`config.mk`:
```
export PLATFORM = sky130hd
export DESIGN_NAME = depth_roi_proximity_alert_top_flat
export DESIGN_NICKNAME = d
export VERILOG_FILES = /design/src/drp_pkg.sv /design/src/drp_if.sv /design/src/drp_region_count.sv /design/src/drp_frame_judge.sv /design/src/depth_roi_proximity_alert_top.sv /design/src/flat_wrapper.sv
export SDC_FILE = /design/constraint.sdc
export NUM_CORES = 1
export LEC_CHECK = 0
export BUFFER_PORTS_ARGS = -buffer_cell sky130_fd_sc_hd__buf_2
export CORE_AREA = 2 2 180 182
export DETAILED_ROUTE_END_ITERATION = 8
export DIE_AREA = 0 0 182 184
export GPL_TIMING_DRIVEN = 0
export PLACE_DENSITY = 0.79
export SYNTH_ARGS = -nofsm -noshare
export SYNTH_HDL_FRONTEND = slang
export SYNTH_SLANG_ARGS = --single-unit
```
`constraint.sdc`:
```
create_clock -name clk_i -period 7.4 [get_ports clk_i]
set_clock_uncertainty 0.1 [all_clocks]
set_input_delay 1.48 -clock clk_i [delete_from_list [all_inputs] [get_ports clk_i]]
set_output_delay 1.48 -clock clk_i [all_outputs]
set_load 0.01 [all_outputs]
```
`src/drp_pkg.sv`:
```
package drp_pkg;

  localparam int unsigned NearW = 21;
  localparam int unsigned RunW  = 16;
  localparam int unsigned DepthW = 16;
  localparam int unsigned CoordW = 10;
  localparam int unsigned BoundW = 16;
  localparam int unsigned CfgDataW = 64;
  localparam int unsigned CfgIdxW  = 3;

  localparam logic [NearW-1:0] NearMax = '1;
  localparam logic [RunW-1:0]  RunMax  = '1;

  // Configuration register indexes
  typedef enum logic [CfgIdxW-1:0] {
    CFG_LEFT_BOUNDS  = 3'd0,
    CFG_RIGHT_BOUNDS = 3'd1,
    CFG_NEAR_LIMIT   = 3'd2,
    CFG_MIN_OBJECT   = 3'd3,
    CFG_MIN_RUN      = 3'd4
  } cfg_idx_e;

  // Region bounds, starts inclusive, ends exclusive
  typedef struct packed {
    logic [BoundW-1:0] col_end;
    logic [BoundW-1:0] col_start;
    logic [BoundW-1:0] row_end;
    logic [BoundW-1:0] row_start;
  } region_t;

  typedef struct packed {
    region_t            left_bounds;
    region_t            right_bounds;
    logic [DepthW-1:0]  near_limit;
    logic [NearW-1:0]   min_object;
    logic [RunW-1:0]    min_run;
  } drp_cfg_t;

  // Finished frame counts handed from the counter to the judge
  typedef struct packed {
    logic             valid;
    logic [NearW-1:0] left_cnt;
    logic [NearW-1:0] right_cnt;
  } drp_frame_t;

  function automatic logic in_region(region_t b, logic [CoordW-1:0] row,
                                     logic [CoordW-1:0] col);
    logic [BoundW-1:0] r;
    logic [BoundW-1:0] c;
    r = BoundW'(row);
    c = BoundW'(col);
    return (r >= b.row_start) && (r < b.row_end) &&
           (c >= b.col_start) && (c < b.col_end);
  endfunction

endpackage

```
`src/drp_if.sv`:
```
// Pixel stream channel
interface drp_pix_if;
  import drp_pkg::*;
  logic              valid;
  logic              ready;
  logic [DepthW-1:0] depth_raw;
  logic [CoordW-1:0] pixel_row;
  logic [CoordW-1:0] pixel_col;
  logic              frame_end;

  modport source (output valid, depth_raw, pixel_row, pixel_col, frame_end,
                  input ready);
  modport sink (input valid, depth_raw, pixel_row, pixel_col, frame_end,
                output ready);
endinterface

// Per-frame result channel
interface drp_res_if;
  import drp_pkg::*;
  logic            valid;
  logic            ready;
  logic [1:0]      alert;
  logic            left_occupied;
  logic            right_occupied;
  logic [RunW-1:0] left_run;
  logic [RunW-1:0] right_run;

  modport source (output valid, alert, left_occupied, right_occupied, left_run, right_run,
                  input ready);
  modport sink (input valid, alert, left_occupied, right_occupied, left_run, right_run,
                output ready);
endinterface

```
`src/drp_region_count.sv`:
```
module drp_region_count import drp_pkg::*; #(
  parameter int unsigned FRAME_WIDTH  = 640,
  parameter int unsigned FRAME_HEIGHT = 480
) (
  input  logic        clk_i,
  input  logic        rst_ni,
  drp_pix_if.sink     pix_i,
  input  drp_cfg_t    cfg_i,
  input  logic        judge_free_i,
  output drp_frame_t  frame_o
);

  localparam logic [CoordW:0] FrameCols = (CoordW+1)'(FRAME_WIDTH);
  localparam logic [CoordW:0] FrameRows = (CoordW+1)'(FRAME_HEIGHT);

  logic              s0_valid_q, s0_valid_d;
  logic [DepthW-1:0] s0_depth_q;
  logic [CoordW-1:0] s0_row_q;
  logic [CoordW-1:0] s0_col_q;
  logic              s0_last_q;

  logic [NearW-1:0] left_cnt_q, left_cnt_d, left_next;
  logic [NearW-1:0] right_cnt_q, right_cnt_d, right_next;

  logic accept, proc, in_frame, near, hit_l, hit_r;

  // A frame-end pixel waits until the judge stage is free
  assign proc        = s0_valid_q && (!s0_last_q || judge_free_i);
  assign pix_i.ready = !s0_valid_q || proc;
  assign accept      = pix_i.valid && pix_i.ready;

  // Classify the held pixel
  assign in_frame = ({1'b0, s0_row_q} < FrameRows) && ({1'b0, s0_col_q} < FrameCols);
  assign near     = s0_depth_q <= cfg_i.near_limit;
  assign hit_l    = in_frame && near && in_region(cfg_i.left_bounds, s0_row_q, s0_col_q);
  assign hit_r    = in_frame && near && in_region(cfg_i.right_bounds, s0_row_q, s0_col_q);

  // Saturating count update; counts clear when a frame-end pixel is processed
  always_comb begin
    left_next  = left_cnt_q;
    right_next = right_cnt_q;
    if (hit_l && left_cnt_q != NearMax) left_next = left_cnt_q + NearW'(1);
    if (hit_r && right_cnt_q != NearMax) right_next = right_cnt_q + NearW'(1);

    left_cnt_d  = left_cnt_q;
    right_cnt_d = right_cnt_q;
    if (proc) begin
      left_cnt_d  = s0_last_q ? '0 : left_next;
      right_cnt_d = s0_last_q ? '0 : right_next;
    end

    s0_valid_d = accept ? 1'b1 : (proc ? 1'b0 : s0_valid_q);
  end

  // Hand finished counts to the judge
  assign frame_o.valid     = proc && s0_last_q;
  assign frame_o.left_cnt  = left_next;
  assign frame_o.right_cnt = right_next;

  always_ff @(posedge clk_i or negedge rst_ni) begin
    if (!rst_ni) begin
      s0_valid_q  <= 1'b0;
      left_cnt_q  <= '0;
      right_cnt_q <= '0;
    end else begin
      s0_valid_q  <= s0_valid_d;
      left_cnt_q  <= left_cnt_d;
      right_cnt_q <= right_cnt_d;
    end
  end

  // Capture the pixel on transfer
  always_ff @(posedge clk_i) begin
    if (accept) begin
      s0_depth_q <= pix_i.depth_raw;
      s0_row_q   <= pix_i.pixel_row;
      s0_col_q   <= pix_i.pixel_col;
      s0_last_q  <= pix_i.frame_end;
    end
  end

endmodule

```
`src/drp_frame_judge.sv`:
```
module drp_frame_judge import drp_pkg::*; (
  input  logic       clk_i,
  input  logic       rst_ni,
  input  drp_frame_t frame_i,
  input  drp_cfg_t   cfg_i,
  output logic       judge_free_o,
  drp_res_if.source  res_o
);

  logic             j_valid_q, j_valid_d;
  logic [NearW-1:0] j_left_q, j_right_q;

  logic [RunW-1:0] left_run_q, left_run_d;
  logic [RunW-1:0] right_run_q, right_run_d;

  logic            out_valid_q, out_valid_d;
  logic [1:0]      out_alert_q;
  logic            out_left_occ_q, out_right_occ_q;

  logic o_load, occ_l, occ_r;
  logic [1:0] alert;

  // Move the held frame to the result register when it is free
  assign o_load       = j_valid_q && (!out_valid_q || res_o.ready);
  assign judge_free_o = !j_valid_q || o_load;

  // Judge occupancy, advance runs, derive alert
  always_comb begin
    occ_l = j_left_q >= cfg_i.min_object;
    occ_r = j_right_q >= cfg_i.min_object;

    left_run_d  = left_run_q;
    right_run_d = right_run_q;
    if (o_load) begin
      left_run_d  = !occ_l ? '0 : ((left_run_q == RunMax) ? RunMax : left_run_q + RunW'(1));
      right_run_d = !occ_r ? '0 : ((right_run_q == RunMax) ? RunMax : right_run_q + RunW'(1));
    end

    alert[0] = left_run_d >= cfg_i.min_run;
    alert[1] = right_run_d >= cfg_i.min_run;

    j_valid_d   = frame_i.valid ? 1'b1 : (o_load ? 1'b0 : j_valid_q);
    out_valid_d = o_load ? 1'b1 : (res_o.ready ? 1'b0 : out_valid_q);
  end

  always_ff @(posedge clk_i or negedge rst_ni) begin
    if (!rst_ni) begin
      j_valid_q   <= 1'b0;
      out_valid_q <= 1'b0;
      left_run_q  <= '0;
      right_run_q <= '0;
    end else begin
      j_valid_q   <= j_valid_d;
      out_valid_q <= out_valid_d;
      left_run_q  <= left_run_d;
      right_run_q <= right_run_d;
    end
  end

  // Hold frame counts and result payload
  always_ff @(posedge clk_i) begin
    if (frame_i.valid) begin
      j_left_q  <= frame_i.left_cnt;
      j_right_q <= frame_i.right_cnt;
    end
    if (o_load) begin
      out_alert_q     <= alert;
      out_left_occ_q  <= occ_l;
      out_right_occ_q <= occ_r;
    end
  end

  assign res_o.valid          = out_valid_q;
  assign res_o.alert          = out_alert_q;
  assign res_o.left_occupied  = out_left_occ_q;
  assign res_o.right_occupied = out_right_occ_q;
  assign res_o.left_run       = left_run_q;
  assign res_o.right_run      = right_run_q;

endmodule

```
`src/depth_roi_proximity_alert_top.sv`:
```
// Channel   | Dir | Handshake     | Payload
// pix_i     | in  | valid/ready   | depth_raw, pixel_row, pixel_col, frame_end
// res_o     | out | valid/ready   | alert, left/right_occupied, left/right_run
// cfg       | in  | cfg_we_i      | cfg_idx_i, cfg_data_i
//
// One pixel is taken every cycle unless a frame-end pixel waits; each pixel is held in the input register.
// A frame result passes from the input register through the judge frame register to the result register.
// Reset clears configuration, near counts and run counts.
// A stalled result holds only frame-end pixels and the pixels behind a held one; other pixels keep flowing.
module depth_roi_proximity_alert_top import drp_pkg::*; #(
  parameter int unsigned FRAME_WIDTH  = 640,
  parameter int unsigned FRAME_HEIGHT = 480
) (
  input  logic                clk_i,
  input  logic                rst_ni,
  drp_pix_if.sink             pix_i,
  drp_res_if.source           res_o,
  input  logic                cfg_we_i,
  input  logic [CfgIdxW-1:0]  cfg_idx_i,
  input  logic [CfgDataW-1:0] cfg_data_i
);

  drp_cfg_t   cfg_q;
  drp_frame_t frame;
  logic       judge_free;

  // Write configuration registers
  always_ff @(posedge clk_i or negedge rst_ni) begin
    if (!rst_ni) begin
      cfg_q <= '0;
    end else if (cfg_we_i) begin
      case (cfg_idx_i)
        CFG_LEFT_BOUNDS:  cfg_q.left_bounds  <= region_t'(cfg_data_i);
        CFG_RIGHT_BOUNDS: cfg_q.right_bounds <= region_t'(cfg_data_i);
        CFG_NEAR_LIMIT:   cfg_q.near_limit   <= cfg_data_i[DepthW-1:0];
        CFG_MIN_OBJECT:   cfg_q.min_object   <= cfg_data_i[NearW-1:0];
        CFG_MIN_RUN:      cfg_q.min_run      <= cfg_data_i[RunW-1:0];
        default: ;
      endcase
    end
  end

  drp_region_count #(
    .FRAME_WIDTH  (FRAME_WIDTH),
    .FRAME_HEIGHT (FRAME_HEIGHT)
  ) u_count (
    .clk_i        (clk_i),
    .rst_ni       (rst_ni),
    .pix_i        (pix_i),
    .cfg_i        (cfg_q),
    .judge_free_i (judge_free),
    .frame_o      (frame)
  );

  drp_frame_judge u_judge (
    .clk_i        (clk_i),
    .rst_ni       (rst_ni),
    .frame_i      (frame),
    .cfg_i        (cfg_q),
    .judge_free_o (judge_free),
    .res_o        (res_o)
  );

endmodule

```
`src/flat_wrapper.sv`:
```
// flat-port wrapper written by rule: the top's interface ports become plain ports
module depth_roi_proximity_alert_top_flat import drp_pkg::*;
#(
  parameter int unsigned FRAME_WIDTH  = 640,
  parameter int unsigned FRAME_HEIGHT = 480
)
  (clk_i, rst_ni, cfg_we_i, cfg_idx_i, cfg_data_i, pix_i_valid, pix_i_depth_raw, pix_i_pixel_row, pix_i_pixel_col, pix_i_frame_end, pix_i_ready, res_o_valid, res_o_alert, res_o_left_occupied, res_o_right_occupied, res_o_left_run, res_o_right_run, res_o_ready);
  drp_pix_if pix_i_i ();
  drp_res_if res_o_i ();
  input  logic clk_i;
  input  logic rst_ni;
  input  logic cfg_we_i;
  input  logic [CfgIdxW-1:0] cfg_idx_i;
  input  logic [CfgDataW-1:0] cfg_data_i;
  input wire logic [$bits(pix_i_i.valid)-1:0] pix_i_valid;
  input wire logic [$bits(pix_i_i.depth_raw)-1:0] pix_i_depth_raw;
  input wire logic [$bits(pix_i_i.pixel_row)-1:0] pix_i_pixel_row;
  input wire logic [$bits(pix_i_i.pixel_col)-1:0] pix_i_pixel_col;
  input wire logic [$bits(pix_i_i.frame_end)-1:0] pix_i_frame_end;
  output wire logic [$bits(pix_i_i.ready)-1:0] pix_i_ready;
  output wire logic [$bits(res_o_i.valid)-1:0] res_o_valid;
  output wire logic [$bits(res_o_i.alert)-1:0] res_o_alert;
  output wire logic [$bits(res_o_i.left_occupied)-1:0] res_o_left_occupied;
  output wire logic [$bits(res_o_i.right_occupied)-1:0] res_o_right_occupied;
  output wire logic [$bits(res_o_i.left_run)-1:0] res_o_left_run;
  output wire logic [$bits(res_o_i.right_run)-1:0] res_o_right_run;
  input wire logic [$bits(res_o_i.ready)-1:0] res_o_ready;
  assign pix_i_i.valid = pix_i_valid;
  assign pix_i_i.depth_raw = pix_i_depth_raw;
  assign pix_i_i.pixel_row = pix_i_pixel_row;
  assign pix_i_i.pixel_col = pix_i_pixel_col;
  assign pix_i_i.frame_end = pix_i_frame_end;
  assign pix_i_ready = pix_i_i.ready;
  assign res_o_valid = res_o_i.valid;
  assign res_o_alert = res_o_i.alert;
  assign res_o_left_occupied = res_o_i.left_occupied;
  assign res_o_right_occupied = res_o_i.right_occupied;
  assign res_o_left_run = res_o_i.left_run;
  assign res_o_right_run = res_o_i.right_run;
  assign res_o_i.ready = res_o_ready;
  depth_roi_proximity_alert_top #(.FRAME_WIDTH(FRAME_WIDTH), .FRAME_HEIGHT(FRAME_HEIGHT)) u_core (.clk_i(clk_i), .rst_ni(rst_ni), .pix_i(pix_i_i), .res_o(res_o_i), .cfg_we_i(cfg_we_i), .cfg_idx_i(cfg_idx_i), .cfg_data_i(cfg_data_i));
endmodule
```
======== Word-level counts from Yosys, hierarchy flattened ========
Index checks and enable logic that the tools add are counted.
word-level totals
  register bits after elaboration ......... 341
  input port bits ......................... 109
  output and inout bits ................... 38
  logic and storage cells ................. 103
operators by class
  add/subtract/negate cells ............... 4
  $lt $le $gt $ge ......................... 15
  equal/unequal tests ..................... 8
  mux-type cells .......................... 16
  reductions and logical operators ........ 33
operators by type and width
  cell                                                 number
  two-way mux 16 bit                                   6
  two-way mux 21 bit                                   4
  greater-or-equal comparator 10 x 16 -> 1 bit         4
  < comparator 10 x 16 -> 1 bit                        4
  adder 21 x 1 -> 21 bit, second input constant        2
  greater-or-equal comparator 21 bit                   2
  inequality test 21 bit, second input constant        2
  adder 16 x 1 -> 16 bit, second input constant        2
  == test 16 bit, second input constant                2
  greater-or-equal comparator 16 bit                   2
  <= comparator 16 bit                                 1
  logical AND 1 bit                                    16
  < comparator 10 bit, second input constant           1
  < comparator 10 x 9 -> 1 bit, second input constant  1
  AND reduction 2 bit                                  5
  == test 3 x 2 -> 1 bit, second input constant        2
  two-way mux 1 bit                                    6
  nonzero test 2 bit                                   3
  zero test 1 bit                                      4
  logical OR 1 bit                                     4
  == test 3 x 1 -> 1 bit, second input constant        1
  == test 3 bit, second input constant                 1
  zero test 3 bit                                      1

======== Logic depth before layout (Yosys ltp) ========
Gate-level depths: netlist of the first run.
  depth after elaboration ................. 9
  gate-level depth with buffers ........... 20
  gate-level depth less buffers ........... 19

======== Modules after synthesis ========
From an unflattened synthesis of the first run, not the netlist that was laid out.
unflattened totals
  cell total of the unflattened synthesis .. 1577
  area, all modules ....................... 18936.9 µm²
modules (own cells, without submodules)
  module                         times used  cells each  area an instance (µm²)  sequential area each (µm²)
  depth_roi_proximity_alert_top  1           387         7342.0                  4529.3
  drp_region_count               1           731         6650.1                  2187.1
  drp_frame_judge                1           459         4944.7                  2232.1

======== Worst setup path after synthesis of the first run ========
OpenSTA, ideal clock, no wires.
  path type ............................... input -> register
  start ................................... input port res_o_ready
  end ..................................... register u_core.u_judge.out_alert_q[1] (netlist: u_core.u_judge.res_o.alert[1]) (data pin)
  setup time .............................. 0.262 ns
  arrival ................................. 4.241 ns
  path slack .............................. 2.797 ns
  cell stages on the path ................. 16
  path through ............................ nand2b_1 -> nand2_1 -> nor2_1 -> o211ai_1 -> and4_1 -> clkbuf_1 -> or3_1 -> ha_1 -> nand2b_1 -> a21o_1 -> a21o_1 -> a21o_1 -> a21o_1 -> a2111oi_0 -> o31a_1 -> o21ai_0
between the ends
  cells in the longest elaborated chain, start to end .. 4
RTL lines
  what                                line                   RTL
  start, declared                     flat_wrapper.sv:27     input wire logic [$bits(res_o_i.ready)-1:0] res_o_ready;
  logical OR 1 bit                    drp_frame_judge.sv:24  assign o_load = j_valid_q && (!out_valid_q || res_o.ready);
  logical AND 1 bit                   drp_frame_judge.sv:24
  two-way mux 16 bit                  drp_frame_judge.sv:34  if (o_load) begin
  greater-or-equal comparator 16 bit  drp_frame_judge.sv:40  alert[1] = right_run_d >= cfg_i.min_run;
  via u_core.u_judge.alert[1]         drp_frame_judge.sv:21  logic [1:0] alert;
  end signal, assigned                drp_frame_judge.sv:67  out_alert_q <= alert;
  end, declared                       drp_frame_judge.sv:17  logic [1:0] out_alert_q;
The timed path passes the listed nets, and every way through them passes these cells.
A chain may end at the register's enable or synchronous reset.

======== Worst setup path in the final report of the first run ========
  start ................................... input port res_o_ready
  end ..................................... register u_core.u_judge.out_alert_q[0] (netlist: u_core.u_judge.res_o.alert[0]) (data pin)
between the ends
  cells in the longest elaborated chain, start to end .. 4
RTL lines
  what                                line                   RTL
  logical OR 1 bit                    drp_frame_judge.sv:24
  logical AND 1 bit                   drp_frame_judge.sv:24
  via u_core.u_judge.o_load           drp_frame_judge.sv:20  logic o_load, occ_l, occ_r;
  two-way mux 16 bit                  drp_frame_judge.sv:34
  via u_core.u_judge.left_run_d[2]    drp_frame_judge.sv:13  logic [RunW-1:0] left_run_q, left_run_d;
  greater-or-equal comparator 16 bit  drp_frame_judge.sv:39  alert[0] = left_run_d >= cfg_i.min_run;
  via u_core.u_judge.alert[0]         drp_frame_judge.sv:21
The timed path passes the listed nets, and every way through them passes these cells.

==> results of run 1 <==
layout make-up:
cell class / count / area [µm²] / share of cell area
well taps: 402 / 503 / 0.0244
clock buffers: 46 / 990 / 0.0480
multi-input cells: 1152 / 8300 / 0.402
flip-flops and latches: 341 / 8950 / 0.434
inverters: 146 / 548 / 0.0266
plain buffers: 72 / 289 / 0.0140
diodes: 1 / 2.50 / 0.000121
repair buffers: 149 / 816 / 0.0396
clock inverters: 20 / 224 / 0.0109
sequential cells by signal, summed over array words and instances, names as in the netlist, 2 cells and up:
register and count:
u_core.u_judge.res_o.left_run 16, u_core.u_judge.j_right_q 21, u_core.u_judge.j_left_q 21, u_core.u_judge.res_o.alert 2
u_core.u_count.s0_depth_q 16, u_core.u_judge.res_o.right_run 16, u_core.u_count.s0_col_q 10, u_core.cfg_q 181
u_core.u_count.left_cnt_q 21, u_core.u_count.right_cnt_q 21, u_core.u_count.s0_row_q 10
Yosys cell counts, drive strengths merged (15+ instances only):
master  instances
nand4          42
inv           146
clkbuf         61
nand2         171
o21ai         131
dfrtp         258
nor4           18
nor3           26
and3           26
mux2           80
nand3          46
nand2b         15
edfxtp         83
o211ai         22
a21o           45
xnor2          23
ha            170
a21oi          58
nor2           75
where the power goes:
part / internal (µW) / switching [µW] / total (µW)
clock network: 1100 / 772 / 1870
logic: 461 / 600 / 1060
registers: 2210 / 166 / 2380
total: 3770 / 1540 / 5310
how the worst max path moves through the flow:
stage	startpoint	slack, ns	endpoint	cells past startpoint
floorplan	res_o_ready	2.80	u_core.u_judge.res_o.alert[1]	16
global placement	rst_ni	0.01	u_core.cfg_q[104]	1
detailed placement	res_o_ready	1.94	u_core.u_judge.res_o.alert[0]	15
CTS	res_o_ready	2.45	u_core.u_judge.res_o.alert[0]	15
global route	res_o_ready	2.13	u_core.u_judge.res_o.alert[0]	15
finish	res_o_ready	2.33	u_core.u_judge.res_o.alert[0]	15
metal layers:
metal  routed length (µm)  share of wire  track usage  vias to the layer above
met5                   11        0.00023            0                        -
met4                 1550          0.033       0.0997                        2
met3                 3350          0.071       0.0402                      116
met2                22300           0.47        0.472                      599
met1                20000           0.42        0.382                     6994
li1                     -              -            -                     6586
through the flow:
| stage | std cells | power [µW] | area, µm² | setup WS, ns | utilization |
|---|---|---|---|---|---|
| after global routing | 2328 | 5570 | 20600 | 2.13 | 0.657 |
| final | 2329 | 5310 | 20600 | 2.33 | 0.657 |
| after detailed placement | 2262 | 3440 | 19400 | 1.94 | 0.618 |
| after floorplan | 1711 | 3070 | 18100 | 2.80 | - |
| after global placement | 2259 | 3360 | 19300 | 0.0111 | 0.615 |
| after CTS | 2328 | 5320 | 20600 | 2.45 | 0.657 |
kinds of logic (layout without fill, tap and decap cells):
kind of cell             count (synthesis)  after routing
AO/OA/AOI/OAI                          378            378
XOR/XNOR                                37             37
adder cells (fa/ha/maj)                170            170
buffers and inverters                  218            433
flip-flops                             341            341
multiplexers                            81             81
other                                    0              1
AND/OR/NAND/NOR                        486            486
==> report_table.html, run 1 <==
<table>
<tr><th>Metric</th><th>Value</th></tr>
<tr><th colspan="2">Place</th></tr>
<tr><td>Hpwl dp</td><td>34.3 mm</td></tr>
<tr><td>Buffers added on ports</td><td>146</td></tr>
<tr><td>Global placement routability congestion</td><td>0.926</td></tr>
<tr><th colspan="2">Detailed routing</th></tr>
<tr><td>DRC Markers</td><td>0</td></tr>
<tr><td>Detail-routed via count per cell</td><td>6.14</td></tr>
<tr><td>Drt total wl</td><td>47.2 mm</td></tr>
<tr><td>Average detailed-routed wire length per instance</td><td>20.3 µm</td></tr>
<tr><td>Number of iterations in the first detailed-routing pass</td><td>5</td></tr>
<tr><td>Vias after detailed routing</td><td>14,300</td></tr>
<tr><td>DRC marker count from the first detailed-route iteration</td><td>1,204</td></tr>
<tr><td>DRT antenna net count</td><td>0</td></tr>
<tr><th colspan="2">Global routing</th></tr>
<tr><td>Pin count of the biggest net entering global routing</td><td>113</td></tr>
<tr><td>GR Util All Layers</td><td>0.283</td></tr>
<tr><td>Number of global-route vias before repair</td><td>14,200</td></tr>
<tr><td>Global-route wire length before repair</td><td>75.1 mm</td></tr>
<tr><td>Overflow after GRT</td><td>0</td></tr>
<tr><td>Initial antenna violation count</td><td>2</td></tr>
<tr><th colspan="2">Logic synthesis</th></tr>
<tr><td>Syn_nets</td><td>1,990</td></tr>
<tr><td>Post-Synth Adder-Cell Area</td><td>0.118</td></tr>
<tr><td>Cell count after synthesis</td><td>1,711</td></tr>
<tr><td>Average instance area after synthesis</td><td>10.6 µm²</td></tr>
<tr><td>Combinational family with the most area after synthesis</td><td>compound AO/OA/AOI/OAI gates</td></tr>
<tr><td>Dominant register cell in the synthesized netlist</td><td>dfrtp_1</td></tr>
<tr><td>Cell accounting for the most synthesized area</td><td>dfrtp_1</td></tr>
<tr><td>Total number of yosys warnings</td><td>0</td></tr>
<tr><td>Distinct cell type count after synthesis</td><td>68</td></tr>
<tr><td>Area of the mapped netlist</td><td>18,100 µm²</td></tr>
<tr><td>Synth Area in XOR/XNOR</td><td>0.0179</td></tr>
<tr><td>Sequential share of the synthesized area</td><td>0.495</td></tr>
<tr><td>Simple-gate share of the synthesized area</td><td>0.135</td></tr>
<tr><td>Fraction of the mapped netlist area in compound gates</td><td>0.138</td></tr>
<tr><td>FF+latch count, synth</td><td>341</td></tr>
<tr><td>Async S/R FF share, synth</td><td>0.757</td></tr>
<tr><td>Portion of synthesized cell area occupied by the leading cell type</td><td>0.357</td></tr>
<tr><td>Top cells by area in the synthesized netlist</td><td>dfrtp_1 36%, edfxtp_1 14%, ha_1 12%</td></tr>
<tr><td>Number of enable flip-flop cells after synthesis</td><td>83</td></tr>
<tr><td>Portion of netlist area occupied by mux cells</td><td>0.0504</td></tr>
<tr><th colspan="2">Setup path</th></tr>
<tr><td>Data required, critical path</td><td>7.53 ns</td></tr>
<tr><td>Setup slack, reg-to-reg</td><td>2.54 ns</td></tr>
<tr><td>Kind of cell with the highest combined delay on the critical path</td><td>buffers and inverters</td></tr>
<tr><td>Crit path max fanout</td><td>13</td></tr>
<tr><td>Cell-by-cell listing of the critical path</td><td>buf_2 &gt; nand2b_1 &gt; nand2_1 &gt; inv_1 &gt; clkbuf_1 &gt; clkbuf_1 &gt; a21oi_1 &gt; nor3_1 &gt; ha_1 &gt; a21o_1 &gt; a21o_1 &gt; a21o_1 &gt; a2111oi_0 &gt; o31a_1 &gt; o21ai_0</td></tr>
<tr><td>Crit Path Class</td><td>input pin to register</td></tr>
<tr><td>Reg2Reg Depth</td><td>19</td></tr>
<tr><td>Critical Path Most Common Cell</td><td>a21o_1</td></tr>
<tr><td>Buffers and inverters on the worst path</td><td>4</td></tr>
<tr><td>Crit end category</td><td>register</td></tr>
<tr><td>Critical Path Source Type</td><td>input pin</td></tr>
<tr><td>Arrival time reported for the critical path endpoint</td><td>5.20 ns</td></tr>
<tr><td>FF-to-FF End</td><td>u_core.u_judge.res_o.alert[1]</td></tr>
<tr><td>Critical-path top delay cell</td><td>clkbuf_1</td></tr>
<tr><td>Reg-to-Reg Start</td><td>u_core.cfg_q[17]</td></tr>
<tr><td>Maximum single-stage delay on the critical path</td><td>0.72 ns</td></tr>
<tr><th colspan="2">Clock tree</th></tr>
<tr><td>Quantity of gates resized following cts</td><td>0</td></tr>
<tr><td>Clock latency on the worst-skew pair</td><td>0.53 ns</td></tr>
<tr><td>Htree depth</td><td>2</td></tr>
<tr><td>Clock root cell</td><td>clkbuf_16</td></tr>
<tr><td>Maximum number of buffers from clock root to sink</td><td>3</td></tr>
<tr><td>Setup fix buffers added after clock tree synthesis</td><td>0</td></tr>
<tr><td>Clock tree from TritonCTS</td><td>yes</td></tr>
<tr><td>Reg clk slew, reported paths</td><td>0.06 ns</td></tr>
<tr><td>TritonCTS Sinks</td><td>341</td></tr>
<tr><td>Number of buffers inserted during clock tree synthesis</td><td>37</td></tr>
<tr><td>CTS Hold Bufs</td><td>0</td></tr>
<tr><th colspan="2">STA</th></tr>
<tr><td>F_max</td><td>0.197 GHz</td></tr>
<tr><td>Share of the clock period used by the worst path</td><td>0.685</td></tr>
<tr><td>Hold WS</td><td>0.400 ns</td></tr>
<tr><td>Unrepaired setup endpoints after global routing</td><td>no</td></tr>
<tr><td>Max-slew headroom at the worst pin</td><td>0.419</td></tr>
<tr><td>Post-Route Setup TNS</td><td>0 ns</td></tr>
<tr><td>Final hold violation count</td><td>0</td></tr>
<tr><td>Minimum clock period after layout</td><td>5.07 ns</td></tr>
<tr><td>Max Transition Viols Final</td><td>0</td></tr>
<tr><td>Tightest Pin Transition</td><td>0.872 ns</td></tr>
<tr><td>Number of setup violations in the final report</td><td>0</td></tr>
<tr><th colspan="2">Final layout</th></tr>
<tr><td>Area overhead of the layout relative to synthesis</td><td>14.0%</td></tr>
<tr><td>Most common cell after layout, fill and taps aside</td><td>dfrtp_1</td></tr>
<tr><td>Net count reported at finish</td><td>2,178</td></tr>
<tr><td>Fraction of final layout cells sized beyond drive strength 1</td><td>0.161</td></tr>
<tr><td>Leading cell types in the layout, fill and taps excluded</td><td>258 x dfrtp_1, 171 x nand2_1, 170 x ha_1</td></tr>
<tr><td>Filler cell count</td><td>2,408</td></tr>
<tr><th colspan="2">Worst hold path</th></tr>
<tr><td>Type of the most critical hold path</td><td>register to register</td></tr>
<tr><td>Hold Path Stages</td><td>1</td></tr>
<tr><td>Min-delay src</td><td>u_core.cfg_q[175]</td></tr>
<tr><td>Min-Delay Endpoint</td><td>u_core.cfg_q[175]</td></tr>
<tr><th colspan="2">Run status</th></tr>
<tr><td>Outcome</td><td>completed</td></tr>
<tr><th colspan="2">Floorplan</th></tr>
<tr><td>Die width</td><td>182 µm</td></tr>
<tr><td>DIE HEIGHT</td><td>184 µm</td></tr>
<tr><td>Area of the core</td><td>31,400 µm²</td></tr>
<tr><td>Initial Util</td><td>0.576</td></tr>
<tr><td>Row count</td><td>65</td></tr>
<tr><td>Total Die Area</td><td>33,500 µm²</td></tr>
<tr><td>Number of I/O pins</td><td>147</td></tr>
<tr><th colspan="2">Pwr</th></tr>
<tr><td>Power density relative to cell area</td><td>257 nW/µm²</td></tr>
<tr><td>VDD IR max</td><td>0.140 mV</td></tr>
<tr><td>Static power due to leakage</td><td>0.00949 µW</td></tr>
<tr><th colspan="2">Flow run</th></tr>
<tr><td>Max-capacitance violation count</td><td>0</td></tr>
</table>
No activity file was read; power rests on OpenSTA's default activity.
==> run 2: changes to the inputs <==
==> constraint.sdc (replaced) <==
create_clock -name clk_i -period 5.1 [get_ports clk_i]
set_clock_uncertainty 0.1 [all_clocks]
set_input_delay 1.02 -clock clk_i [delete_from_list [all_inputs] [get_ports clk_i]]
set_output_delay 1.02 -clock clk_i [all_outputs]
set_load 0.01 [all_outputs]
==> run 2 against run 1 <==
Worst setup slack worse by 1.9 ns. Power up 45%. Via count down 0.18%. Critical path depth up 5. Utilization about the same. Largest cell class unchanged. Register-to-register slack worse by 2.1 ns. Cell count unchanged. First-iteration DRC count down 2.0%. Critical endpoint is now u_core.u_judge.res_o.alert[1]. Combinational power up 45%. Die area unchanged. Non-clock buffer count unchanged.
==> report_table.html, run 2 (synthesis gave the netlist of run 1 again) <==
<table>
<tr><th>Metric</th><th>Value</th></tr>
<tr><th colspan="2">Detailed routing</th></tr>
<tr><td>DRC marker count from the first detailed-route iteration</td><td>1,180</td></tr>
<tr><td>Drt total wl</td><td>47.2 mm</td></tr>
<tr><td>Average detailed-routed wire length per instance</td><td>20.2 µm</td></tr>
<tr><td>Number of iterations in the first detailed-routing pass</td><td>5</td></tr>
<tr><td>DRT antenna net count</td><td>0</td></tr>
<tr><td>DRC Markers</td><td>0</td></tr>
<tr><td>Detail-routed via count per cell</td><td>6.13</td></tr>
<tr><td>Vias after detailed routing</td><td>14,300</td></tr>
<tr><th colspan="2">STA</th></tr>
<tr><td>Unrepaired setup endpoints after global routing</td><td>no</td></tr>
<tr><td>Max-slew headroom at the worst pin</td><td>0.392</td></tr>
<tr><td>Final hold violation count</td><td>0</td></tr>
<tr><td>Tightest Pin Transition</td><td>0.912 ns</td></tr>
<tr><td>Minimum clock period after layout</td><td>4.68 ns</td></tr>
<tr><td>Number of setup violations in the final report</td><td>0</td></tr>
<tr><td>F_max</td><td>0.214 GHz</td></tr>
<tr><td>Max Transition Viols Final</td><td>0</td></tr>
<tr><td>Share of the clock period used by the worst path</td><td>0.917</td></tr>
<tr><th colspan="2">Clock tree</th></tr>
<tr><td>Htree depth</td><td>2</td></tr>
<tr><td>TritonCTS Sinks</td><td>341</td></tr>
<tr><td>Maximum number of buffers from clock root to sink</td><td>3</td></tr>
<tr><td>Clock latency on the worst-skew pair</td><td>0.53 ns</td></tr>
<tr><td>Clock root cell</td><td>clkbuf_16</td></tr>
<tr><td>Clock tree from TritonCTS</td><td>yes</td></tr>
<tr><td>Reg clk slew, reported paths</td><td>0.06 ns</td></tr>
<tr><td>Number of buffers inserted during clock tree synthesis</td><td>37</td></tr>
<tr><th colspan="2">Final layout</th></tr>
<tr><td>Leading cell types in the layout, fill and taps excluded</td><td>258 x dfrtp_1, 171 x nand2_1, 170 x ha_1</td></tr>
<tr><td>Cell area after layout</td><td>20,600 µm²</td></tr>
<tr><td>Non-Filler Instances</td><td>2,329</td></tr>
<tr><td>Most common cell after layout, fill and taps aside</td><td>dfrtp_1</td></tr>
<tr><td>Fraction of final layout cells sized beyond drive strength 1</td><td>0.161</td></tr>
<tr><td>Area overhead of the layout relative to synthesis</td><td>14.0%</td></tr>
<tr><td>Register ranked first by flip-flop count</td><td>u_core.cfg_q</td></tr>
<tr><td>Flip-flop count of the largest register after layout</td><td>181</td></tr>
<tr><td>Net count reported at finish</td><td>2,178</td></tr>
<tr><th colspan="2">Setup path</th></tr>
<tr><td>Reg2Reg Depth</td><td>20</td></tr>
<tr><td>Setup slack, reg-to-reg</td><td>0.42 ns</td></tr>
<tr><td>Reg-to-Reg Start</td><td>u_core.cfg_q[17]</td></tr>
<tr><td>Data required, critical path</td><td>5.23 ns</td></tr>
<tr><td>Arrival time reported for the critical path endpoint</td><td>4.81 ns</td></tr>
<tr><td>FF-to-FF End</td><td>u_core.u_judge.res_o.alert[1]</td></tr>
<tr><td>Crit end category</td><td>register</td></tr>
<tr><td>Crit path max fanout</td><td>7</td></tr>
<tr><td>Crit Path Class</td><td>register to register</td></tr>
<tr><td>Worst setup path startpoint</td><td>u_core.cfg_q[17]</td></tr>
<tr><td>Critical Path Source Type</td><td>register</td></tr>
<tr><th colspan="2">Global routing</th></tr>
<tr><td>Pin count of the biggest net entering global routing</td><td>113</td></tr>
<tr><td>Initial antenna violation count</td><td>2</td></tr>
<tr><td>GR Util All Layers</td><td>0.283</td></tr>
<tr><td>Number of global-route vias before repair</td><td>14,200</td></tr>
<tr><td>Overflow after GRT</td><td>0</td></tr>
<tr><td>Global-route wire length before repair</td><td>75.1 mm</td></tr>
<tr><th colspan="2">Worst hold path</th></tr>
<tr><td>Type of the most critical hold path</td><td>input pin to async pin</td></tr>
<tr><th colspan="2">Floorplan</th></tr>
<tr><td>Area of the core</td><td>31,400 µm²</td></tr>
<tr><td>Initial Util</td><td>0.576</td></tr>
<tr><td>Total Die Area</td><td>33,500 µm²</td></tr>
<tr><td>Die width</td><td>182 µm</td></tr>
<tr><td>Row count</td><td>65</td></tr>
<tr><td>DIE HEIGHT</td><td>184 µm</td></tr>
<tr><td>Number of I/O pins</td><td>147</td></tr>
<tr><th colspan="2">Pwr</th></tr>
<tr><td>Power density relative to cell area</td><td>373 nW/µm²</td></tr>
<tr><td>Static power due to leakage</td><td>0.00949 µW</td></tr>
<tr><td>VDD IR max</td><td>0.203 mV</td></tr>
<tr><th colspan="2">Place</th></tr>
<tr><td>Global placement routability congestion</td><td>0.926</td></tr>
<tr><td>Buffers added on ports</td><td>146</td></tr>
<tr><td>Cell total after placement</td><td>2,262</td></tr>
<tr><td>Hpwl dp</td><td>34.3 mm</td></tr>
<tr><td>Cell area reported after detailed placement</td><td>19,400 µm²</td></tr>
<tr><th colspan="2">Flow run</th></tr>
<tr><td>Max-capacitance violation count</td><td>0</td></tr>
<tr><th colspan="2">Run status</th></tr>
<tr><td>Outcome</td><td>completed</td></tr>
</table>
==> run 2: worst max path at each step <==
stage / endpoint
global route: u_core.u_judge.res_o.alert[1]
detailed placement: u_core.u_judge.res_o.alert[0]
floorplan: u_core.u_judge.res_o.alert[1]
CTS: u_core.u_judge.res_o.alert[1]
finish: u_core.u_judge.res_o.alert[1]
global placement: u_core.cfg_q[104]
==> run 2: routing by layer <==
layer	routed length [µm]	share of wire	track usage	up-vias
met5	11	0.00023	0	-
met4	1560	0.033	0.0997	2
met3	3470	0.074	0.0402	117
met2	22300	0.47	0.472	603
met1	19800	0.42	0.382	6968
li1	-	-	-	6581
==> run 2: layout make-up <==
type                       instances  area (µm²)
fill                            2408       10800
sequential                       341        8950
multi-input combinational       1152        8300
clock buffer                      46         990
timing repair buffer             149         816
inverter                         146         548
tap                              402         503
buffer                            72         290
clock inverter                    20         224
antenna                            1        2.50
==> run 2: critical path, stage by stage (launching register included) <==
cell       delay, ns
dfrtp_1         0.35
inv_1           0.07
ha_1            0.28
nor2b_1         0.13
o21a_1          0.12
o21a_1          0.10
o21ai_0         0.08
a21oi_1         0.24
o211ai_1        0.16
and4_1          0.21
clkbuf_1        0.19
or3_1           0.41
ha_1            0.29
nand2b_1        0.15
a21o_1          0.18
a21o_1          0.17
a21o_1          0.17
a21o_1          0.18
a2111oi_0       0.46
o31a_1          0.22
o21ai_0         0.12
==> run 2: stage by stage <==
stage          power, µW  worst slack (ns)  TNS [ns]   util  hold slack, ns
2_1_floorplan       4460             0.957         0      -           0.372
3_3_place_gp        4880             -1.83   -461.79  0.615           0.381
3_5_place_dp        4990            0.0987         0  0.618           0.389
4_1_cts             7710             0.326         0  0.657           0.361
5_1_grt             8080             0.139         0  0.657           0.382
6_report            7700             0.421         0  0.657           0.332
==> run 2: timing repair <==
item / CTS / global route
gates resized for setup: 0 / 2
setup buffers: 0 / 0
hold buffers: 0 / 0
setup endpoints to repair: 0 / 1
==> run 2: where the power goes <==
part / switching (µW) / leakage [µW] / internal [µW]
logic: 868 / 0.00488 / 669
registers: 240 / 0.00404 / 3210
clock network: 1120 / 0.000578 / 1590
total: 2230 / 0.00949 / 5470
==> run 3: changes to the inputs <==
--- a/config.mk
+++ b/config.mk
@@ -6,11 +6,12 @@
 export NUM_CORES = 1
 export LEC_CHECK = 0
 export BUFFER_PORTS_ARGS = -buffer_cell sky130_fd_sc_hd__buf_2
-export CORE_AREA = 2 2 180 182
+export CORE_AREA = 2 2 161 194
 export DETAILED_ROUTE_END_ITERATION = 8
-export DIE_AREA = 0 0 182 184
+export DIE_AREA = 0 0 163 196
 export GPL_TIMING_DRIVEN = 0
-export PLACE_DENSITY = 0.79
+export PLACE_DENSITY = 0.82
+export SLEW_MARGIN = 20
 export SYNTH_ARGS = -nofsm -noshare
 export SYNTH_HDL_FRONTEND = slang
 export SYNTH_SLANG_ARGS = --single-unit
==> run 3 against run 2 <==
Global-route usage rose by 1.8 points. Critical path depth decreased by 2. Combinational power about the same. Power decreased by 0.61%. Die area down 4.6%. Cell count decreased by 0.34%. Utilization up 2.4 points. Sequential share of layout area up 0.11 points. Worst hold slack better by 0.035 ns. Worst setup slack got worse by 0.12 ns. Register-to-register slack got worse by 0.12 ns. Count of clock-buffer cells in the layout is 7 higher. Critical path type unchanged. Highest routed layer unchanged.
==> report_table.html, run 3 (synthesis gave the netlist of run 1 again) <==
<table>
<tr><th>Metric</th><th>Value</th></tr>
<tr><th colspan="2">Final layout</th></tr>
<tr><td>Register ranked first by flip-flop count</td><td>u_core.cfg_q</td></tr>
<tr><td>Flip-flop count of the largest register after layout</td><td>181</td></tr>
<tr><td>Net count reported at finish</td><td>2,177</td></tr>
<tr><td>Most common cell after layout, fill and taps aside</td><td>dfrtp_1</td></tr>
<tr><td>Area overhead of the layout relative to synthesis</td><td>13.7%</td></tr>
<tr><td>Leading cell types in the layout, fill and taps excluded</td><td>258 x dfrtp_1, 171 x nand2_1, 170 x ha_1</td></tr>
<tr><td>Fraction of final layout cells sized beyond drive strength 1</td><td>0.160</td></tr>
<tr><th colspan="2">Global routing</th></tr>
<tr><td>Global-route wire length before repair</td><td>75.3 mm</td></tr>
<tr><td>Pin count of the biggest net entering global routing</td><td>95</td></tr>
<tr><td>Number of global-route vias before repair</td><td>14,300</td></tr>
<tr><td>Global-route track usage on met1</td><td>0.391</td></tr>
<tr><td>Global-route met2 utilization</td><td>0.502</td></tr>
<tr><td>Initial antenna violation count</td><td>1</td></tr>
<tr><td>Overflow after GRT</td><td>0</td></tr>
<tr><td>Busiest layer in global routing</td><td>met2</td></tr>
<tr><td>Routing usage on met3</td><td>0.0429</td></tr>
<tr><td>GR Util All Layers</td><td>0.301</td></tr>
<tr><th colspan="2">STA</th></tr>
<tr><td>Post-Route Setup TNS</td><td>0 ns</td></tr>
<tr><td>F_max</td><td>0.208 GHz</td></tr>
<tr><td>Tightest Pin Transition</td><td>0.876 ns</td></tr>
<tr><td>Max-slew headroom at the worst pin</td><td>0.415</td></tr>
<tr><td>Max Transition Viols Final</td><td>0</td></tr>
<tr><td>Final hold violation count</td><td>0</td></tr>
<tr><td>Number of setup violations in the final report</td><td>0</td></tr>
<tr><td>Minimum clock period after layout</td><td>4.80 ns</td></tr>
<tr><td>Unrepaired setup endpoints after global routing</td><td>no</td></tr>
<tr><td>Share of the clock period used by the worst path</td><td>0.941</td></tr>
<tr><th colspan="2">Floorplan</th></tr>
<tr><td>Row count</td><td>70</td></tr>
<tr><td>Initial Util</td><td>0.598</td></tr>
<tr><td>Total Die Area</td><td>31,900 µm²</td></tr>
<tr><td>Die width</td><td>163 µm</td></tr>
<tr><td>Number of I/O pins</td><td>147</td></tr>
<tr><td>Area of the core</td><td>30,200 µm²</td></tr>
<tr><td>DIE HEIGHT</td><td>196 µm</td></tr>
<tr><th colspan="2">Detailed routing</th></tr>
<tr><td>Drt total wl</td><td>47.9 mm</td></tr>
<tr><td>Average detailed-routed wire length per instance</td><td>20.6 µm</td></tr>
<tr><td>DRT antenna net count</td><td>0</td></tr>
<tr><td>DRC marker count from the first detailed-route iteration</td><td>1,567</td></tr>
<tr><td>Vias after detailed routing</td><td>14,400</td></tr>
<tr><td>Number of iterations in the first detailed-routing pass</td><td>5</td></tr>
<tr><td>DRC Markers</td><td>0</td></tr>
<tr><td>Detail-routed via count per cell</td><td>6.22</td></tr>
<tr><th colspan="2">Clock tree</th></tr>
<tr><td>TritonCTS Sinks</td><td>341</td></tr>
<tr><td>Clock latency on the worst-skew pair</td><td>0.53 ns</td></tr>
<tr><td>Clock tree from TritonCTS</td><td>yes</td></tr>
<tr><td>Number of buffers inserted during clock tree synthesis</td><td>36</td></tr>
<tr><td>Maximum number of buffers from clock root to sink</td><td>3</td></tr>
<tr><td>Htree depth</td><td>2</td></tr>
<tr><td>CTS Hold Bufs</td><td>0</td></tr>
<tr><td>Setup fix buffers added after clock tree synthesis</td><td>0</td></tr>
<tr><td>Clock root cell</td><td>clkbuf_16</td></tr>
<tr><td>Reg clk slew, reported paths</td><td>0.06 ns</td></tr>
<tr><th colspan="2">Pwr</th></tr>
<tr><td>Overall power consumption</td><td>7650 µW</td></tr>
<tr><td>VDD IR max</td><td>0.234 mV</td></tr>
<tr><td>Static power due to leakage</td><td>0.00949 µW</td></tr>
<tr><td>Power density relative to cell area</td><td>372 nW/µm²</td></tr>
<tr><th colspan="2">Place</th></tr>
<tr><td>Global placement routability congestion</td><td>0.941</td></tr>
<tr><td>Hpwl dp</td><td>34.6 mm</td></tr>
<tr><td>Buffers added on ports</td><td>146</td></tr>
<tr><th colspan="2">Setup path</th></tr>
<tr><td>Critical Path Source Type</td><td>register</td></tr>
<tr><td>Crit Path Class</td><td>register to register</td></tr>
<tr><td>Crit end category</td><td>register</td></tr>
<tr><td>Data required, critical path</td><td>5.26 ns</td></tr>
<tr><td>Crit path max fanout</td><td>10</td></tr>
<tr><td>Arrival time reported for the critical path endpoint</td><td>4.96 ns</td></tr>
<tr><th colspan="2">Worst hold path</th></tr>
<tr><td>Type of the most critical hold path</td><td>input pin to async pin</td></tr>
<tr><th colspan="2">Flow run</th></tr>
<tr><td>Max-capacitance violation count</td><td>0</td></tr>
<tr><th colspan="2">Run status</th></tr>
<tr><td>Outcome</td><td>completed</td></tr>
</table>
==> run 3: changes by cell type in the layout (fill, tap and decap cells not counted) <==
cell | previous run | this run
clkbuf_1 | 66 | 69
clkbuf_8 | 3 | 7
inv_6 | 3 | 1
clkinvlp_4 | 6 | 2
bufinv_16 | 4 | 2
clkinv_1 | 2 | 1
==> run 3: per-layer routing <==
metal / vias up / share of wire
met5: - / 0.00025
met4: 2 / 0.047
met3: 154 / 0.064
met2: 650 / 0.48
met1: 7072 / 0.40
li1: 6569 / -
==> run 3: metrics by stage <==
stage	cell area [µm²]	cells	hold slack (ns)	utilization	worst slack, ns
after global placement	19300	2253	0.386	0.639	-1.79
final	20600	2321	0.367	0.681	0.301
after floorplan	18100	1711	0.372	-	0.957
after global routing	20600	2320	0.414	0.681	0.0547
after detailed placement	19400	2256	0.391	0.642	0.181
after CTS	20600	2320	0.398	0.681	0.271
==> run 3: report_power, final <==
group	switching (µW)	internal, µW
logic	894	672
registers	247	3210
clock network	1090	1540
total	2230	5420
==> run 3: worst max-delay path, stage by stage, from the launching register on <==
cell and delay, ns:
dfrtp_1 0.38, inv_1 0.17, ha_1 0.29, nor2b_1 0.14, o21a_1 0.16, o21a_1 0.17
o21a_1 0.19, o21bai_1 0.13, a31oi_1 0.18, nor3_1 0.47, clkbuf_1 0.43, nor3_1 0.17
ha_1 0.30, a21o_1 0.16, a21o_1 0.17, a21o_1 0.17, a2111oi_0 0.46, o31a_1 0.22
o21ai_0 0.07
==> run 3: final timing paths <==
| kind | start | end | slack (ns) | cells after the start |
|---|---|---|---|---|
| max | u_core.cfg_q[17] | u_core.u_judge.res_o.alert[0] | 0.30 | 18 |
| min | rst_ni | u_core.u_judge.j_valid_q | 0.37 | 1 |
| max reg2reg | u_core.cfg_q[17] | u_core.u_judge.res_o.alert[0] | 0.30 | 18 |
| min reg2reg | u_core.cfg_q[143] | u_core.cfg_q[143] | 0.40 | 1 |
| max in group asynchronous | rst_ni | u_core.cfg_q[41] | 3.24 | 3 |
| min in group clk_i | u_core.cfg_q[143] | u_core.cfg_q[143] | 0.40 | 1 |
==> run 3: what timing repair did <==
| action | CTS | global route |
|---|---|---|
| endpoints found under the hold margin | 0 | 0 |
| endpoints found under the setup margin | 0 | 1 |
| resized for setup | 0 | 2 |
==> run 3: cell type report <==
| type | instances | area [µm²] |
|---|---|---|
| diodes | 1 | 2.50 |
| plain buffers | 72 | 290 |
| clock buffers | 53 | 1060 |
| clock inverters | 11 | 113 |
| fillers | 2185 | 9650 |
| inverters | 146 | 548 |
| multi-input cells | 1152 | 8300 |
| flip-flops and latches | 341 | 8950 |
| well taps | 396 | 495 |
| repair buffers | 149 | 816 |
